`src/hdl/ptgi_pkg.sv`:
```
// ----------------------------------------------------------------------------
// Partition to global index package
// Widths, configuration register indexes and the configuration record.
// ----------------------------------------------------------------------------
`default_nettype none

package ptgi_pkg;

    localparam int PART_W  = 16;
    localparam int OFS_W   = 31;
    localparam int LEN_W   = 16;
    localparam int CIDX_W  = 3;
    localparam int CDATA_W = 16;
    localparam int RANK_W  = 2;
    localparam int AXES    = 3;

    localparam logic [CIDX_W-1:0] CFG_ARRAY_RANK = 3'd0;
    localparam logic [CIDX_W-1:0] CFG_SPLIT_AXIS = 3'd1;
    localparam logic [CIDX_W-1:0] CFG_PART_LEN_0 = 3'd2;
    localparam logic [CIDX_W-1:0] CFG_PART_LEN_1 = 3'd3;
    localparam logic [CIDX_W-1:0] CFG_PART_LEN_2 = 3'd4;
    localparam logic [CIDX_W-1:0] CFG_FULL_LEN_1 = 3'd5;
    localparam logic [CIDX_W-1:0] CFG_FULL_LEN_2 = 3'd6;

    typedef struct packed {
        logic [RANK_W-1:0] array_rank;
        logic [1:0]        split_axis;
        logic [LEN_W-1:0]  part_len_0;
        logic [LEN_W-1:0]  part_len_1;
        logic [LEN_W-1:0]  part_len_2;
        logic [LEN_W-1:0]  full_len_1;
        logic [LEN_W-1:0]  full_len_2;
    } t_cfg;

endpackage

`default_nettype wire

```
`src/hdl/ptgi_cfg_regs.sv`:
```
// ----------------------------------------------------------------------------
// Partition to global index configuration registers
// Holds the seven configuration registers written over the write channel.
// ----------------------------------------------------------------------------
`default_nettype none

module ptgi_cfg_regs (
    input  wire                           i_clk,
    input  wire                           i_rst_n,
    input  wire                           i_wr,
    input  wire [ptgi_pkg::CIDX_W-1:0]    i_index,
    input  wire [ptgi_pkg::CDATA_W-1:0]   i_data,
    output ptgi_pkg::t_cfg                o_cfg
);
    import ptgi_pkg::*;

    t_cfg r_cfg;

    always_ff @(posedge i_clk) begin
        if (!i_rst_n) begin
            r_cfg.array_rank <= RANK_W'(1);
            r_cfg.split_axis <= 2'd0;
            r_cfg.part_len_0 <= LEN_W'(1);
            r_cfg.part_len_1 <= LEN_W'(1);
            r_cfg.part_len_2 <= LEN_W'(1);
            r_cfg.full_len_1 <= LEN_W'(1);
            r_cfg.full_len_2 <= LEN_W'(1);
        end else if (i_wr) begin
            case (i_index)
                CFG_ARRAY_RANK: r_cfg.array_rank <= i_data[RANK_W-1:0];
                CFG_SPLIT_AXIS: r_cfg.split_axis <= i_data[1:0];
                CFG_PART_LEN_0: r_cfg.part_len_0 <= i_data[LEN_W-1:0];
                CFG_PART_LEN_1: r_cfg.part_len_1 <= i_data[LEN_W-1:0];
                CFG_PART_LEN_2: r_cfg.part_len_2 <= i_data[LEN_W-1:0];
                CFG_FULL_LEN_1: r_cfg.full_len_1 <= i_data[LEN_W-1:0];
                CFG_FULL_LEN_2: r_cfg.full_len_2 <= i_data[LEN_W-1:0];
                default: ;
            endcase
        end
    end

    assign o_cfg = r_cfg;

endmodule

`default_nettype wire

```
`config.mk`:
```
export PLATFORM = sky130hd
export DESIGN_NAME = ptgi_cfg_regs
export DESIGN_NICKNAME = d
export VERILOG_FILES = /design/src/hdl/ptgi_pkg.sv /design/src/hdl/ptgi_cfg_regs.sv
export SDC_FILE = /design/constraint.sdc
export NUM_CORES = 1
export LEC_CHECK = 0
export BUFFER_PORTS_ARGS = -buffer_cell sky130_fd_sc_hd__buf_4
export CORE_MARGIN = 3
export CORE_UTILIZATION = 30
export DETAILED_ROUTE_END_ITERATION = 6
export HOLD_SLACK_MARGIN = 0.06
export SETUP_SLACK_MARGIN = 0.2
export SYNTH_ARGS = -nofsm -noshare
export SYNTH_HDL_FRONTEND = slang
export SYNTH_SLANG_ARGS = --single-unit
```
`constraint.sdc`:
```
create_clock -name i_clk -period 1.8 [get_ports i_clk]
set_input_delay 0.18 -clock i_clk [delete_from_list [all_inputs] [get_ports i_clk]]
set_output_delay 0.18 -clock i_clk [all_outputs]
set_load 0.05 [all_outputs]
```
======== Yosys cells after proc, flatten, opt, wreduce, memory -nomap -nowiden ========
Index checks and enable logic that the tools add are counted.
word-level totals
  flip-flop bits (word level) ............. 84
  input bits .............................. 22
  word-level logic and storage cells ...... 21
operators by class
  eq/ne operators ......................... 6
  reductions and logical operators ........ 8
operator list
  kind                                                             count
  2-bit AND reduction                                              7
  3-bit == test, second input constant                             3
  3-bit by 2-bit == test with 1-bit output, second input constant  2
  3-bit by 1-bit == test with 1-bit output, second input constant  1
  3-bit logical NOT                                                1

======== Longest topological paths before layout ========
  word-level depth ........................ 2
  mapped depth ............................ 4

======== Least setup slack after synthesis ========
OpenSTA, ideal clock, no wires.
  kind .................................... input to register
  start point ............................. input i_index[0] (netlist name)
  end point ............................... register r_cfg, in the netlist o_cfg[83]
  setup time .............................. 0.072 ns
  data arrival time ....................... 0.875 ns
  data required time ...................... 1.728 ns
  slack ................................... 0.854 ns
  stages on the path ...................... 2
  buffers on the path ..................... 0
  path through ............................ nor4b_1 -> mux2i_1
on the way
  word-level cells in the longest chain between the ends .. 2
ends and longest elaborated chain
  item                           RTL line             text
  from (decl)                    ptgi_cfg_regs.sv:11  input wire [ptgi_pkg::CIDX_W-1:0] i_index,
  3-bit logical NOT              ptgi_cfg_regs.sv:29  case (i_index)
  2-bit AND reduction (no line)  --
  to (decl)                      ptgi_cfg_regs.sv:17  t_cfg r_cfg;
No other way between the ends.
A chain may end at the register's enable or synchronous reset.

======== Worst setup path after layout ========
  start point ............................. register r_cfg, in the netlist o_cfg[32]
  end point ............................... output o_cfg[32] (netlist name)
RTL lines
  item       RTL line             text
  to (decl)  ptgi_cfg_regs.sv:13  output ptgi_pkg::t_cfg o_cfg
No word-level cell between the ends.

==> results.yml <==
sta:
  fin_skew_ns: 0
  slew_headroom_pct: 60.6
  fin_crit_sh_pct: 62.3
  hold_viol_final: 0
  period_needed_ns: 1.12
  slew_viol_final: 0
  hold-worst-slack_ns: 0.0861
  finalSetupViolCount: 0
  tightest_slew_ns: 0.583
  fmax_mhz: 892
  setup_tns_ns: 0
  rsz0062_at_grt: "false"
pwr:
  vdd_drop_max_mv: 0.402
  p_total_mw: 3.86
  p_leak_nw: 2.12
  power_density_nw_per_um2: 910
layout:
  syn2layout_area_growth_pct: 35.4
  seqCellArea_sq_um: 1680
  drive_gt1_share_pct: 32.0
  multi_input_area_sq_um: 1320
  nFillCells: 995
  finalNetCount: 423
  antenna_cells: 0
  largest_register_ffs: 84
  final_cells: 539
clock_tree:
  path_clk_slew_ns: 0.09
  clkSinkCount: 84
  cts_buffer_depth: 2
  htree_levels: 3
  hold_buffers: 0
  cts_buffers: 9
  ctsRootBufferMaster: "clkbuf_8"
  ctsResizeCount: 0
  cts_tree: "built"
  cts_setup_buffers: 0
  insertion_delay_ns: 0.35
logic_synthesis:
  syn_inst: 298
  synth_area_leader_cell: "dfxtp_1"
  synth_edf_count: 0
  mappedNetlistArea_sq_um: 3140
  synthArstFlopShare_pct: 0
  yosysWarnings: 0
  synthTopCellsByCount: "94 x nand2_1, 84 x dfxtp_1, 84 x mux2i_1"
  synth_top_area_share_pct: 53.6
  ys.flop_type: "dfxtp_1"
  synth_nets: 320
  yosysSeqAreaShare_pct: 53.6
  synth_most_common_cell: "nand2_1"
  avgSynthCellArea_sq_um: 10.5
  synth_seq_cells: 84
  netlist-cell-type-count: 14
  synth_area_leaders: "dfxtp_1 54%, mux2i_1 27%, nand2_1 11%"
worst_setup_path:
  r2r_end: "o_cfg[64]"
  worstSetupPathType: "reg2out"
  worst_setup_path_end_kind: "primary output"
  startpoint: "o_cfg[32]"
  critPathSlowestCell: "dfxtp_1"
  critPathArrivalTime_ns: 0.94
  crit_path_cell_trace: "buf_4"
  cp_num_buf_inv: 1
  cp-endpoint: "o_cfg[32]"
  start_kind: "flop"
  rrSetupSlack_ns: 1.14
  worstPathMaxFanout: 2
  r2r_start: "o_cfg[64]"
  crit_required_ns: 1.62
  path_depth: 1
  crit_family: "flip-flops"
  critPathMaxStageDelay_ns: 0.37
  reg2reg_depth: 2
routing:
  avgViaCountPerCell: 4.51
  wl_microns: 8560
  dr.pass1.iters: 4
  vias: 2429
  drc_errors: 0
  antenna_left: 0
  drtIter0Drc: 60
  wl_per_cell_microns: 15.9
placement:
  place_inst: 523
  gp_congestion: 0.793
  place_hpwl_microns: 6200
  portBuffers: 105
die:
  rows: 36
  dieArea_sq_um: 11700
  initial_core_util_pct: 31.5
  die_h_microns: 108
  dieWidth_microns: 108
  core_sq_um: 9950
  io_pins: 106
global_routing:
  grt_use_total_pct: 15.1
  grt_max_degree: 42
  grt_pass1_wl_microns: 13300
  antenna_found_initial: 0
  grt-ovfl-total: 0
  grt_pass1_vias: 2440
hold_path:
  hold_path_class: "in2reg"
outcome:
  status: "completed"
run:
  drv_cap: 0
-- cell usage in the layout (no fill, tap or decap) --
cell	n
and4b_1	1
and4bb_2	2
buf_4	113
bufinv_16	2
clkbuf_1	1
clkbuf_8	10
clkinv_4	2
clkinvlp_4	1
dfxtp_1	84
mux2i_1	84
nand2_1	94
nand4b_1	2
nand4bb_1	2
nor2b_1	7
nor4b_1	1
-- worst register-to-register path: stages (launching register included) --
cell     delay, ns
dfxtp_1       0.33
nor2b_1       0.13
mux2i_1       0.08
-- worst min path at each step --
stage	start	end	depth (start not counted)
after CTS	i_data[0]	o_cfg[80]	3
after global placement	o_cfg[53]	o_cfg[53]	2
after detailed placement	o_cfg[53]	o_cfg[53]	2
after floorplan	i_data[0]	o_cfg[80]	2
final	i_data[0]	o_cfg[80]	3
after global routing	i_data[0]	o_cfg[80]	3
-- power by group --
group	total [mW]	switching, mW	internal, mW	leakage [nW]
Sequential	1.92	0.0244	1.90	0.680
Clock	1.52	0.695	0.825	0.110
Combinational	0.420	0.283	0.137	1.33
Total	3.86	1.00	2.86	2.12
-- kinds of logic after synthesis --
logic type	count (synthesis)	share of synthesized area, %
AND/OR/NAND/NOR	109	15.3
flip-flops	84	53.6
buffers and inverters	21	4.23
multiplexers	84	26.8
-- layout make-up --
type / instances / share of cell area, %
Multi-Input combinational cell: 193 / 31.1
Timing Repair Buffer: 113 / 20.0
Clock buffer: 11 / 3.33
Clock inverter: 5 / 2.00
Tap cell: 133 / 3.92
Sequential cell: 84 / 39.6
-- per-stage QoR --
stage                     area, sq um  setup WS (ns)  util [%]
after global routing             4240          0.634      42.6
after CTS                        4240          0.657      42.6
final                            4240          0.679      42.6
after global placement           4020          0.534      40.4
after floorplan                  3140          0.854         -
after detailed placement         4020          0.509      40.4
-- layer usage --
layer / track usage (%) / part of all wire [%]
met1: 19.0 / 44
met2: 24.0 / 49
met5: 0 / 0
met3: 2.99 / 3.8
met4: 8.57 / 3.5
Power figures use the tool's default switching activity.
