**src/hdl/ptgi_pkg.sv**
```systemverilog
// ----------------------------------------------------------------------------
// Partition to global index package
// Widths, configuration register indexes and the configuration record.
// ----------------------------------------------------------------------------
`default_nettype none

package ptgi_pkg;

    localparam int PART_W  = 16;
    localparam int OFS_W   = 31;
    localparam int LEN_W   = 16;
    localparam int CIDX_W  = 3;
    localparam int CDATA_W = 16;
    localparam int RANK_W  = 2;
    localparam int AXES    = 3;

    localparam logic [CIDX_W-1:0] CFG_ARRAY_RANK = 3'd0;
    localparam logic [CIDX_W-1:0] CFG_SPLIT_AXIS = 3'd1;
    localparam logic [CIDX_W-1:0] CFG_PART_LEN_0 = 3'd2;
    localparam logic [CIDX_W-1:0] CFG_PART_LEN_1 = 3'd3;
    localparam logic [CIDX_W-1:0] CFG_PART_LEN_2 = 3'd4;
    localparam logic [CIDX_W-1:0] CFG_FULL_LEN_1 = 3'd5;
    localparam logic [CIDX_W-1:0] CFG_FULL_LEN_2 = 3'd6;

    typedef struct packed {
        logic [RANK_W-1:0] array_rank;
        logic [1:0]        split_axis;
        logic [LEN_W-1:0]  part_len_0;
        logic [LEN_W-1:0]  part_len_1;
        logic [LEN_W-1:0]  part_len_2;
        logic [LEN_W-1:0]  full_len_1;
        logic [LEN_W-1:0]  full_len_2;
    } t_cfg;

endpackage

`default_nettype wire

```
**src/hdl/ptgi_div.sv**
```systemverilog
// ----------------------------------------------------------------------------
// Partition to global index pipelined divider
// Restoring division, one quotient bit per register stage, with sideband.
// ----------------------------------------------------------------------------
`default_nettype none

module ptgi_div #(
    parameter int SB_W = 16
) (
    input  wire                          i_clk,
    input  wire                          i_rst_n,
    input  wire                          i_en,
    input  wire                          i_valid,
    input  wire [ptgi_pkg::OFS_W-1:0]    i_dividend,
    input  wire [ptgi_pkg::LEN_W-1:0]    i_divisor,
    input  wire [SB_W-1:0]               i_sb,
    output logic                         o_valid,
    output logic [ptgi_pkg::OFS_W-1:0]   o_quotient,
    output logic [ptgi_pkg::LEN_W-1:0]   o_remainder,
    output logic [SB_W-1:0]              o_sb
);
    import ptgi_pkg::*;

    localparam int STEPS = OFS_W;

    logic             r_vld [STEPS];
    logic [LEN_W-1:0] r_rem [STEPS];
    logic [OFS_W-1:0] r_acc [STEPS];
    logic [SB_W-1:0]  r_sb  [STEPS];

    logic             c_vld [STEPS+1];
    logic [LEN_W-1:0] c_rem [STEPS+1];
    logic [OFS_W-1:0] c_acc [STEPS+1];
    logic [SB_W-1:0]  c_sb  [STEPS+1];

    assign c_vld[0] = i_valid;
    assign c_rem[0] = '0;
    assign c_acc[0] = i_dividend;
    assign c_sb[0]  = i_sb;

    for (genvar k = 0; k < STEPS; k++) begin : g_step
        logic [LEN_W:0]   trial;
        logic             q_bit;
        logic [LEN_W-1:0] n_rem;
        logic [OFS_W-1:0] n_acc;

        assign trial = {c_rem[k], c_acc[k][OFS_W-1]};
        assign q_bit = trial >= {1'b0, i_divisor};
        assign n_rem = q_bit ? LEN_W'(trial - {1'b0, i_divisor}) : trial[LEN_W-1:0];
        assign n_acc = {c_acc[k][OFS_W-2:0], q_bit};

        always_ff @(posedge i_clk) begin
            if (!i_rst_n) begin
                r_vld[k] <= 1'b0;
            end else if (i_en) begin
                r_vld[k] <= c_vld[k];
            end
        end

        always_ff @(posedge i_clk) begin
            if (i_en) begin
                r_rem[k] <= n_rem;
                r_acc[k] <= n_acc;
                r_sb[k]  <= c_sb[k];
            end
        end

        assign c_vld[k+1] = r_vld[k];
        assign c_rem[k+1] = r_rem[k];
        assign c_acc[k+1] = r_acc[k];
        assign c_sb[k+1]  = r_sb[k];
    end

    assign o_valid     = c_vld[STEPS];
    assign o_quotient  = c_acc[STEPS];
    assign o_remainder = c_rem[STEPS];
    assign o_sb        = c_sb[STEPS];

endmodule

`default_nettype wire

```
**config.mk**
```make
export PLATFORM = sky130hd
export DESIGN_NAME = ptgi_div
export DESIGN_NICKNAME = d
export VERILOG_FILES = /design/src/hdl/ptgi_pkg.sv /design/src/hdl/ptgi_div.sv
export SDC_FILE = /design/constraint.sdc
export NUM_CORES = 2
export LEC_CHECK = 0
export ABC_AREA = 0
export BUFFER_PORTS_ARGS = -buffer_cell sky130_fd_sc_hd__buf_2
export CAP_MARGIN = 15
export CORE_MARGIN = 2
export CORE_UTILIZATION = 60
export DETAILED_ROUTE_END_ITERATION = 10
export PLACE_DENSITY = 0.73
export SLEW_MARGIN = 20
export SYNTH_ARGS = -nofsm -noshare
export SYNTH_HDL_FRONTEND = slang
export SYNTH_SLANG_ARGS = --single-unit
export TNS_END_PERCENT = 100
```
**constraint.sdc**
```tcl
create_clock -name i_clk -period 4.31 [get_ports i_clk]
set_input_delay 0.431 -clock i_clk [delete_from_list [all_inputs] [get_ports i_clk]]
set_output_delay 0.431 -clock i_clk [all_outputs]
set_load 0.1 [all_outputs]
```
### Yosys cells after proc, flatten, opt, wreduce, memory -nomap -nowiden

Memories as Yosys holds them, arrays and structs flattened.
Cells that the tools add are included.

* bits in registers: 0
* bits in writable memories: 1984
* memories: 4
* bits of input ports: 67
* output and inout bits: 64
* word-level logic and storage cells: 164

Memories
* r_acc: depth 31, width 31, rd ports 31, clocked after memory_dff 0, wr ports 31, RTL line ptgi_div.sv:28 `logic [OFS_W-1:0] r_acc [STEPS];`
* r_rem: depth 31, width 16, rd ports 31, clocked after memory_dff 0, wr ports 31, RTL line ptgi_div.sv:27 `logic [LEN_W-1:0] r_rem [STEPS];`
* r_sb: depth 31, width 16, rd ports 31, clocked after memory_dff 0, wr ports 31, RTL line ptgi_div.sv:29 `logic [SB_W-1:0] r_sb [STEPS];`
* r_vld: depth 31, width 1, rd ports 31, clocked after memory_dff 0, wr ports 31, RTL line ptgi_div.sv:26 `logic r_vld [STEPS];`

* $lt $le $gt $ge: 31
* $add $sub $neg: 31
* muxes and demuxes: 67
* bitwise operators: 31

Operators by type and width (count)
* >= comparator 17 x 16 -> 1 bit: 30
* two-way mux 16 bit: 31
* subtractor 16 bit: 30
* two-way mux 1 bit: 36
* OR 1 bit: 31
* >= comparator 1 x 16 -> 1 bit: 1
* subtractor 1 x 16 -> 16 bit: 1

### Logic depth before layout (Yosys ltp)

* depth after elaboration: 4
* depth in mapped cells: 13
* gate-level depth less buffers: 11

### Least setup slack after synthesis

Ideal clock, no wire load.

* kind: input to register
* start point: input port i_divisor[1] (netlist name)
* end point: memory r_rem[26][10] (data pin)
* buffers on the path: 3
* stages: 13
* library setup time: 260 ps
* setup slack: 439 ps
* data required time: 4050 ps
* data arrival time: 3610 ps
* cells stage by stage: clkbuf_1 > inv_1 > ha_1 > nor2b_4 > o31a_1 > o41a_1 > o221ai_2 > o2111ai_1 > a211o_1 > o21a_1 > buf_6 > buf_6 > mux2_4

RTL lines
* start: declaration: RTL line ptgi_div.sv:15 `input wire [ptgi_pkg::LEN_W-1:0] i_divisor,`
* end: declaration: RTL line ptgi_div.sv:27

==> reports/metrics.cfg <==
[sta]
tightest_slew_ns=0.965
setup_viol_count_final=0
hold_violations=0
finClkSkew_ns=0.0745
slew_viol_final=0
fin_setup_tns_ns=0
maxSlewHeadroom_pct=35.7
fin_crit_sh_pct=76.9
min_period_ns=3.32
rsz0062_at_grt=false
fmax_mhz=302

[detailed_routing]
drtAntennaViolNets=0
routedWlPerCell_um=19.9
drt_iter0_markers=3893
drc_errors=0
dr_total_vias=50300
drt_wl_total_um=170000
first_pass_iters=5
via_per_inst=5.90

[global_routing]
grt_pass1_vias=49900
grt_usage_pct=22.5
grt_overflow=0
grt_pass1_wl_um=268000
antenna_found_initial=2
grt_max_degree=132

[setup_path]
crit_path_top_delay_cell=o21a_1
required_ns=4.85
path_cells=ha_1, nor2b_4, o31a_1, o41a_1, o221ai_2, o2111ai_1, a211o_1, o21a_1, mux2_4
reg2reg_slack_ns=0.99
arrival_ns=3.86
setup.worst_path.start_class=flip-flop
end_kind=flip-flop
critPathMaxFanout=16
max_stage_delay_ns=0.45
crit_type=flip-flop to flip-flop

[placement]
globalplace.congestion=0.900
hpwlAfterDp_um=108000
io_buffers=130

[synth]
synth_edf_count=1983
synth-main-ff-cell=edfxtp_1
syn_area_um2=88900
syn_inst=6037
seq_area_frac_synth_pct=67.0
synth.distinct_cells=92
synth_nets=6616
ys_ff_latch=1984
async_reset_ff_share_pct=0
yosysWarnings=0
avgSynthCellArea_um2=14.7

[layout]
drive_above_1_share_pct=14.1
syn_to_final_growth_pct=12.3
layout.nets=7009
finish.utilization_pct=67.8
diodes=0

[status]
status=finished clean

[floorplanning]
dieHeight_um=389
die_area_um2=151000
core_um2=147000
num_rows=141
initial_core_util_pct=60.3
die_w_um=389
io_pins=131

[pwr]
switching_share_pct=32.5
seq_power_share_pct=39.7
p_int_mw=48.0
power_frac_comb_pct=36.4
p_sw_mw=23.1
clkPwrFrac_pct=23.9
power_density_nw_per_um2=712
leakagePower_nw=37.1
ir_worst_vdd_mv=0.483

[clock_network]
cts_max_level=4
numCtsBuffers=193
cts_max_path_buffers=3
cts_setup_buffers=0
path_clk_slew_ns=0.06
cts_root_buf=clkbuf_16
clkSinkCount=1984
cts_tree=done
clk_latency_ns=0.84

[hold_path]
hold_class=primary input to flip-flop

[flow_run]
cap_violations=0

## sequential cells by signal, summed over array words and instances (netlist names)
name	count
r_acc	961
r_rem	496
r_sb	496
r_vld	31
## Yosys cell counts (19+ instances only)
master	instances	area share (%)
edfxtp_1	1983	67
ha_1	482	6.8
nor2_1	361	1.5
a21oi_1	304	1.7
nand2_1	281	1.2
mux2_2	280	3.5
o21ai_0	271	1.5
inv_1	218	0.92
xnor2_1	210	2.1
nor3_1	116	0.65
a21o_1	104	0.88
nor2b_1	93	0.65
nand3_1	91	0.51
xor2_1	87	0.86
o21a_1	84	0.71
buf_4	65	0.55
mux2i_1	62	0.70
nand4_1	59	0.42
a21boi_0	58	0.49
nand2b_1	56	0.39
and3_1	55	0.39
clkbuf_1	51	0.22
a211oi_1	49	0.41
a31oi_1	48	0.34
o31ai_1	42	0.35
or3_1	39	0.27
fa_1	30	0.68
o31a_1	29	0.29
o211ai_1	28	0.24
o21bai_1	28	0.24
buf_2	24	0.14
nor4_1	24	0.17
or2_2	23	0.16
and2_1	20	0.14
a211o_1	19	0.19
## power groups by stage
stage	registers (mW)	logic, mW	clock network [mW]
after floorplan	27.6	20.1	0
after global placement	28.6	24.7	0
after detailed placement	28.6	25.3	0
after CTS	28.3	25.7	17.4
after global routing	28.6	28.6	18.1
final	28.2	25.9	17.0
## placed cells by master, fill, tap and decap left out, types with 28 or more instances in the layout
cell type      count
edfxtp_1        1983
ha_1             482
nor2_1           361
a21oi_1          304
nand2_1          281
mux2_2           280
o21ai_0          271
inv_1            214
xnor2_1          210
clkbuf_16        194
buf_2            129
buf_4            128
nor3_1           116
a21o_1           104
nor2b_1           93
nand3_1           91
xor2_1            87
o21a_1            84
mux2i_1           62
nand4_1           59
a21boi_0          58
clkbuf_1          57
nand2b_1          56
and3_1            55
a211oi_1          49
dlygate4sd3_1     48
a31oi_1           46
o31ai_1           42
buf_12            42
or3_1             39
fa_1              30
o31a_1            29
o211ai_1          28
o21bai_1          28
## through the flow
stage          instance area [um2]  cells  setup slack, ns  total power, mW  hold WS (ns)
6_report                     99800   8516            0.994             71.1        0.0886
5_1_grt                      99800   8516            0.781             75.3        0.0786
4_1_cts                      99800   8516             1.00             71.4        0.0133
3_5_place_dp                 92900   8117            0.372             53.9         0.405
3_3_place_gp                 92900   8117            0.412             53.3         0.400
2_1_floorplan                88900   6037            0.439             47.7         0.400
## per-layer routing
metal | part of all wire (%) | global-route usage [%]
met2 | 48 | 37.1
met5 | 0.0077 | 0
met4 | 2.7 | 7.02
met1 | 44 | 30.9
met3 | 5.4 | 3.61
## what timing repair did
item,CTS,global route
resized for setup,0,0
hold buffers,48,0
hold endpoints to repair,48,0
## logic make-up after synthesis
kind of cell,share of synthesized area (%)
flops,67.0
simple gates,7.08
fa+ha+maj,7.46
compound gates,9.19
mux,4.42
buf+inv,1.90
xor+xnor,2.93
## path summary, 6_finish.rpt
| kind | start | endpoint | cells after the start |
|---|---|---|---|
| setup / recovery | r_rem[25][0] | r_rem[26][10] | 9 |
| hold / removal | i_rst_n | r_vld[16] | 2 |
| setup reg to reg | r_rem[25][0] | r_rem[26][10] | 9 |
| hold reg to reg | r_acc[5][34] | r_acc[5][66] | 0 |
## critical path: cells and delay by family (launching register included)
kind                       cells  cell delay, ns
DFF                            1            0.40
AOI/OAI and AO/OA              6            1.80
adders and majority gates      1            0.31
and+or+nand+nor                1            0.13
muxes                          1            0.41
## area by class of cell
class                           count  area (um2)
Clock inverter                    100        1380
Sequential cell                  1984       59600
Inverter                          219         822
Timing Repair Buffer              347        2930
Clock buffer                      251        5070
Tap cell                         1930        2410
Fill cell                        9907       47500
Multi-Input combinational cell   3685       27700
No activity file was read; power rests on OpenSTA's default activity.
