File: config.mk
export PLATFORM = sky130hd
export DESIGN_NAME = ptgi_combine
export DESIGN_NICKNAME = d
export VERILOG_FILES = /design/src/hdl/ptgi_pkg.sv /design/src/hdl/ptgi_combine.sv
export SDC_FILE = /design/constraint.sdc
export NUM_CORES = 2
export LEC_CHECK = 0
export BUFFER_PORTS_ARGS = -buffer_cell sky130_fd_sc_hd__buf_2
export CAP_MARGIN = 15
export CORE_ASPECT_RATIO = 1.2
export CORE_UTILIZATION = 30
export DETAILED_ROUTE_END_ITERATION = 12
export GPL_ROUTABILITY_DRIVEN = 0
export PLACE_DENSITY = 0.55
export REMOVE_ABC_BUFFERS = 1
export SLEW_MARGIN = 20
export SYNTH_ARGS = -nofsm -noshare
export SYNTH_HDL_FRONTEND = slang
export SYNTH_SLANG_ARGS = --single-unit
File: constraint.sdc
create_clock -name i_clk -period 7.61 [get_ports i_clk]
set_input_delay 0.3805 -clock i_clk [delete_from_list [all_inputs] [get_ports i_clk]]
set_output_delay 0.3805 -clock i_clk [all_outputs]
set_load 0.05 [all_outputs]
File: src/hdl/ptgi_pkg.sv
// ----------------------------------------------------------------------------
// Partition to global index package
// Widths, configuration register indexes and the configuration record.
// ----------------------------------------------------------------------------
`default_nettype none

package ptgi_pkg;

    localparam int PART_W  = 16;
    localparam int OFS_W   = 31;
    localparam int LEN_W   = 16;
    localparam int CIDX_W  = 3;
    localparam int CDATA_W = 16;
    localparam int RANK_W  = 2;
    localparam int AXES    = 3;

    localparam logic [CIDX_W-1:0] CFG_ARRAY_RANK = 3'd0;
    localparam logic [CIDX_W-1:0] CFG_SPLIT_AXIS = 3'd1;
    localparam logic [CIDX_W-1:0] CFG_PART_LEN_0 = 3'd2;
    localparam logic [CIDX_W-1:0] CFG_PART_LEN_1 = 3'd3;
    localparam logic [CIDX_W-1:0] CFG_PART_LEN_2 = 3'd4;
    localparam logic [CIDX_W-1:0] CFG_FULL_LEN_1 = 3'd5;
    localparam logic [CIDX_W-1:0] CFG_FULL_LEN_2 = 3'd6;

    typedef struct packed {
        logic [RANK_W-1:0] array_rank;
        logic [1:0]        split_axis;
        logic [LEN_W-1:0]  part_len_0;
        logic [LEN_W-1:0]  part_len_1;
        logic [LEN_W-1:0]  part_len_2;
        logic [LEN_W-1:0]  full_len_1;
        logic [LEN_W-1:0]  full_len_2;
    } t_cfg;

endpackage

`default_nettype wire

File: src/hdl/ptgi_combine.sv
// ----------------------------------------------------------------------------
// Partition to global index combine pipeline
// Offsets the split axis, weights coordinates by strides and sums them.
// ----------------------------------------------------------------------------
`default_nettype none

module ptgi_combine (
    input  wire                         i_clk,
    input  wire                         i_rst_n,
    input  wire                         i_en,
    input  wire                         i_valid,
    input  wire [ptgi_pkg::PART_W-1:0]  i_part,
    input  wire [ptgi_pkg::LEN_W-1:0]   i_rem_0,
    input  wire [ptgi_pkg::LEN_W-1:0]   i_rem_1,
    input  wire [ptgi_pkg::LEN_W-1:0]   i_rem_2,
    input  wire [ptgi_pkg::LEN_W-1:0]   i_split_ext,
    input  wire [ptgi_pkg::AXES-1:0]    i_split_sel,
    input  wire [31:0]                  i_stride_0,
    input  wire [ptgi_pkg::LEN_W-1:0]   i_stride_1,
    output logic                        o_valid,
    output logic [ptgi_pkg::OFS_W-1:0]  o_global_offset,
    output logic                        o_overflowed
);
    import ptgi_pkg::*;

    logic             r_a_vld;
    logic [31:0]      r_a_pe;
    logic [LEN_W-1:0] r_a_rem [AXES];

    logic             r_b_vld;
    logic [31:0]      r_b_crd [AXES];

    logic             r_c_vld;
    logic [63:0]      r_c_t0;
    logic [47:0]      r_c_t1;
    logic [31:0]      r_c_t2;

    logic             r_d_vld;
    logic [OFS_W-1:0] r_d_sum;
    logic             r_d_ovf;

    logic [OFS_W+1:0] n_sum;
    logic             n_ovf;

    assign n_sum = (OFS_W+2)'(r_c_t0[OFS_W-1:0]) + (OFS_W+2)'(r_c_t1[OFS_W-1:0])
                 + (OFS_W+2)'(r_c_t2[OFS_W-1:0]);
    assign n_ovf = (|r_c_t0[63:OFS_W]) | (|r_c_t1[47:OFS_W]) | r_c_t2[31]
                 | (|n_sum[OFS_W+1:OFS_W]);

    always_ff @(posedge i_clk) begin
        if (!i_rst_n) begin
            r_a_vld <= 1'b0;
            r_b_vld <= 1'b0;
            r_c_vld <= 1'b0;
            r_d_vld <= 1'b0;
        end else if (i_en) begin
            r_a_vld <= i_valid;
            r_b_vld <= r_a_vld;
            r_c_vld <= r_b_vld;
            r_d_vld <= r_c_vld;
        end
    end

    always_ff @(posedge i_clk) begin
        if (i_en) begin
            r_a_pe     <= 32'(i_part) * 32'(i_split_ext);
            r_a_rem[0] <= i_rem_0;
            r_a_rem[1] <= i_rem_1;
            r_a_rem[2] <= i_rem_2;
            for (int a = 0; a < AXES; a++) begin
                r_b_crd[a] <= 32'(r_a_rem[a]) + (i_split_sel[a] ? r_a_pe : 32'd0);
            end
            r_c_t0  <= 64'(r_b_crd[0]) * 64'(i_stride_0);
            r_c_t1  <= 48'(r_b_crd[1]) * 48'(i_stride_1);
            r_c_t2  <= r_b_crd[2];
            r_d_sum <= n_sum[OFS_W-1:0];
            r_d_ovf <= n_ovf;
        end
    end

    assign o_valid         = r_d_vld;
    assign o_global_offset = r_d_sum;
    assign o_overflowed    = r_d_ovf;

endmodule

`default_nettype wire

**Word level (Yosys, flattened, before mapping)**

Memories as Yosys holds them, arrays and structs flattened. A register that Yosys moved wholly into a read port is not among the register bits.
Index checks and enable logic that the tools add are counted.

- Bits in registers: 180
- Latch bits: 0
- RAM bits: 144
- Bits in read-only memories: 0
- Input bits: 135
- Output and inout port bits: 33
- Memories: 2

- Add/sub/neg operators: 5
- $mul: 3
- Div/mod/pow operators: 0
- Order comparisons: 0
- Equal/unequal tests: 0
- Shift operators: 0
- Multiplexer cells: 5
- Bitwise gates (word level): 3
- Reduce and logical (&&, ||, !) cells: 3

Memory list:

| memory | depth | bits a word | read ports | clocked after Yosys merged registers in | wr ports | RTL line | RTL |
|---|---|---|---|---|---|---|---|
| r_b_crd | 3 | 32 | 3 | 1 | 3 | ptgi_combine.sv:31 | `logic [31:0] r_b_crd [AXES];` |
| r_a_rem | 3 | 16 | 3 | 0 | 3 | ptgi_combine.sv:28 | `logic [LEN_W-1:0] r_a_rem [AXES];` |

Operators with widths:

| operator | number |
|---|---|
| $add 16x32->32 | 3 |
| $mux 32 | 3 |
| $mul 32x32->64 | 1 |
| $mul 32x16->48 | 1 |
| $add 32x31->33 | 1 |
| $reduce_or 33->1 | 1 |
| $add 31x31->32 | 1 |
| $mul 16x16->32 | 1 |
| $reduce_or 17->1 | 1 |
| $or 1x1->1 | 3 |
| $mux 1 | 2 |
| $reduce_or 2->1 | 1 |

**Depth between registers and ports, before layout**

- Word-level depth: 4
- Gate-level depth with buffers: 28
- Gate-level depth less buffers: 26

**Worst setup path after synthesis**

Ideal clock, no wire load.

- Path type: input to register
- From: input i_stride_0[23]
- To: register r_c_t0[49] (data pin)
- Library setup time: 0.263 ns
- Data arrival time: 7.027 ns
- Data required time: 7.347 ns
- Setup slack: 0.320 ns
- Stages on the path: 25
- Buffers on the path: 2
- Cell sequence: clkbuf_1 nand2_1 fa_1 inv_1 fa_1 inv_1 fa_1 inv_1 fa_1 fa_1 fa_1 fa_1 fa_1 ha_1 clkbuf_1 a21o_1 a21o_1 a221oi_1 nand2_1 a31o_2 a221o_1 a31oi_2 o21ai_2 a311oi_2 xnor2_1

- Cells in the longest elaborated chain, start to end: 1

RTL lines:

| element | RTL line | RTL |
|---|---|---|
| start, declared | ptgi_combine.sv:18 | `input wire [31:0] i_stride_0,` |
| $mul 32x32->64 | ptgi_combine.sv:73 | `r_c_t0 <= 64'(r_b_crd[0]) * 64'(i_stride_0);` |
| end signal, assigned | ptgi_combine.sv:73 |  |
| end, declared | ptgi_combine.sv:34 | `logic [63:0] r_c_t0;` |

No other way between the ends.
A chain may end at the register's enable or synchronous reset.

==> results.cfg <==
[status]
status = finished with violations
violations = negative setup slack

[logic_synthesis]
synth_edf_count = 352
synthAdderAreaFrac = 0.5162
synth_compound_area_frac = 0.05378
synth.distinct_cells = 76
async_reset_ff_frac = 0
synthXorXnorAreaFrac = 0.02799
synth_top_family_by_area = adder cells
yosysWarnings = 0
yosys.area_share.simple = 0.1600
synth-seq-cells = 356
synth_ff_type = edfxtp_1
muxShareOfSynthArea = 0.0006805
syn_area_per_cell_sq_um = 9.724
syn_area_sq_mm = 0.07354
yosysSeqAreaShare = 0.1448
netlist_instances = 7563

[sta]
drv_slew = 0
timing.final.crit_share = 1.001
worst_pin_slew_ns = 1.148
hold_ws_ns = 0.08480
finalHoldViolCount = 0
maxSlewHeadroom = 0.2302
clock_skew_ns = 0.05320
fin_ws_ns = -0.008620
setup_viol = 1
max_freq_ghz = 0.1313
period_needed_ns = 7.619
grt_setup_unrepaired = true

[place]
io_buffers = 167
post-place-cells = 10920
dp_hpwl_mm = 177.8
place_ws_ns = -0.2902

[layout]
multi_input_area_sq_mm = 0.05629
final_util = 0.3420
drive_above_1_share = 0.09425
nFillCells = 24740
finalNetCount = 10110
layout.area.seq_sq_mm = 0.01065
final_cells = 11120
area_growth_pct = 13.02

[flow_run]
cap_violations = 0

[setup_path]
crit_type = flop to flop
arrival_ns = 7.94
crit_required_ns = 7.93
timing.reg2reg.setup_slack_ns = -0.009
cp-start-kind = flop
crit_fanout = 11
critPathCaptureType = flop

[clock_network]
h-tree-depth = 2
cts_tree = yes
cts_buffer_depth = 3
cts_root_buffer = clkbuf_16
cts.clk_slew.worst_paths_ns = 0.07
cts_sinks = 356
cts_made_buffers = 40
clk_latency_ns = 0.63

[drt]
route.detailed.drc = 0
post_drt_wl_per_cell_um = 19.30
drt_pass1_iterations = 6
vias_per_cell = 4.762
drt_iter0_drc = 3175
postRouteAntennaNets = 0
vias = 52950
drt-total-wl_mm = 214.6

[floorplan]
die_h_um = 544.4
ios = 168
start_util = 0.3026
dieArea_sq_mm = 0.2471
die_w_um = 454.0
coreArea_sq_mm = 0.2430
rows = 198

[global_routing]
grt_first_pass_wirelength_mm = 338.0
grt_max_degree = 147
grtUsageTotal = 0.1769
first_global_vias = 58750
antenna_found_initial = 38
gr-total-overflow = 0

[hold_path]
hold_class = input port to flop
[metrics by stage]
step            TNS [ns]  cell area, sq um
6_report       -0.008620             83120
5_1_grt           -1.268             83080
4_1_cts                0             82180
3_5_place_dp      -2.179             80280
3_3_place_gp      -2.037             80280
2_1_floorplan          0             72190
[routing by layer]
layer  part of all wire  routed length, um  global-route usage  vias to the layer above
li1                   -                  -                   -                    23530
met1               0.40              86650              0.2170                    27650
met2               0.50             107000              0.3106                     1365
met3              0.050              10810             0.02490                      383
met4              0.047              10090             0.07016                       14
met5            0.00043                 92                   0                        -
[placed cells by master (no fill, tap or decap), types with 168 or more instances in the layout]
cell type / n
nand2_1: 1072
buf_2: 168
buf_4: 331
edfxtp_1: 352
fa_1: 1526
xnor2_1: 172
inv_1: 1521
and2_1: 954
a21oi_1: 178
ha_1: 547
[worst max-delay path, stage by stage (launching register included)]
cell	delay, ns
edfxtp_1	0.41
buf_12	0.18
buf_4	0.17
buf_6	0.15
and2_1	0.16
fa_1	0.51
inv_1	0.06
fa_1	0.47
inv_1	0.05
fa_1	0.49
fa_1	0.58
fa_1	0.44
fa_1	0.51
fa_1	0.43
fa_1	0.56
ha_4	0.23
nand4_1	0.18
nor4_2	0.10
a221oi_2	0.25
nand2_1	0.08
a31o_2	0.25
a221o_1	0.36
a31oi_4	0.23
o21ai_2	0.10
a311oi_2	0.30
xnor2_1	0.10
[logic make-up after synthesis]
| kind of cell | Yosys count |
|---|---|
| compound gates | 610 |
| xor+xnor | 235 |
| fa+ha+maj | 2108 |
| buf+inv | 1892 |
| flops | 356 |
| mux | 5 |
| simple gates | 2357 |
[worst paths after layout]
kind / to / from / cells past startpoint
setup reg to reg: r_c_t0[49]$_DFFE_PP_ / r_b_crd[0][10]$_DFFE_PP_ / 25
hold reg to reg: r_c_t2[18]$_DFFE_PP_ / r_b_crd[2][18]$_DFFE_PP_ / 0
hold / removal: r_a_rem[0][29]$_DFFE_PP_ / i_rem_1[13] / 1
setup / recovery: r_c_t0[49]$_DFFE_PP_ / r_b_crd[0][10]$_DFFE_PP_ / 25
[state kept, by name, indices dropped and copies added (netlist names)]
name	flops
r_b_crd	96
r_c_t0	64
r_a_rem	48
r_c_t1	48
r_a_pe	32
r_c_t2	32
o_global_offset	31
o_overflowed	1
o_valid	1
r_a_vld	1
r_b_vld	1
r_c_vld	1
[layout make-up]
class	instances	area share
Clock buffer	46	0.01283
Multi-Input combinational cell	5315	0.6773
Inverter	1532	0.06919
Sequential cell	356	0.1281
Tap cell	3200	0.04817
Antenna cell	25	0.0007527
Timing Repair Buffer	619	0.06125
Clock inverter	26	0.002409
[synth_stat cells, types with 4 or more instances]
library cell,instances,area share
a2111oi_0,6,0.00071
a211oi_1,9,0.00092
a21boi_0,14,0.0014
a21o_1,96,0.0098
a21oi_1,190,0.013
a221oi_1,7,0.00083
a311oi_1,5,0.00060
a31o_2,4,0.00048
a31oi_1,31,0.0026
a41oi_1,5,0.00060
and2_1,959,0.082
and3_1,31,0.0026
and4_1,4,0.00048
clkbuf_1,359,0.018
dfxtp_1,4,0.0011
edfxtp_1,352,0.14
fa_1,1543,0.42
ha_1,565,0.096
inv_1,1532,0.078
mux2i_1,5,0.00068
nand2_1,1075,0.055
nand2b_1,16,0.0014
nand3_1,54,0.0037
nand4_1,33,0.0028
nor2_1,99,0.0051
nor2b_1,26,0.0022
nor3_1,20,0.0014
nor4_1,15,0.0013
o211a_1,4,0.00054
o211ai_1,12,0.0012
o21a_1,24,0.0024
o21ai_0,113,0.0077
o21ai_1,7,0.00048
o21bai_1,32,0.0033
o31a_1,4,0.00048
o31ai_1,6,0.00061
or2_2,5,0.00043
or3_1,9,0.00077
xnor2_1,172,0.020
xor2_1,63,0.0075
[repair_timing]
action / 4_1_cts / 5_1_grt
hold buffers: 49 / 0
buffers inserted: 6 / 42
gates cloned: 1 / 1
resized for setup: 23 / 112
hold endpoints to repair: 51 / 0
endpoints found under the setup margin: 12 / 25
pin swaps: 14 / 76
Power is left out: the tool's default activity adds up to more than one toggle a clock period on the data nets, which glitch-free logic cannot reach.
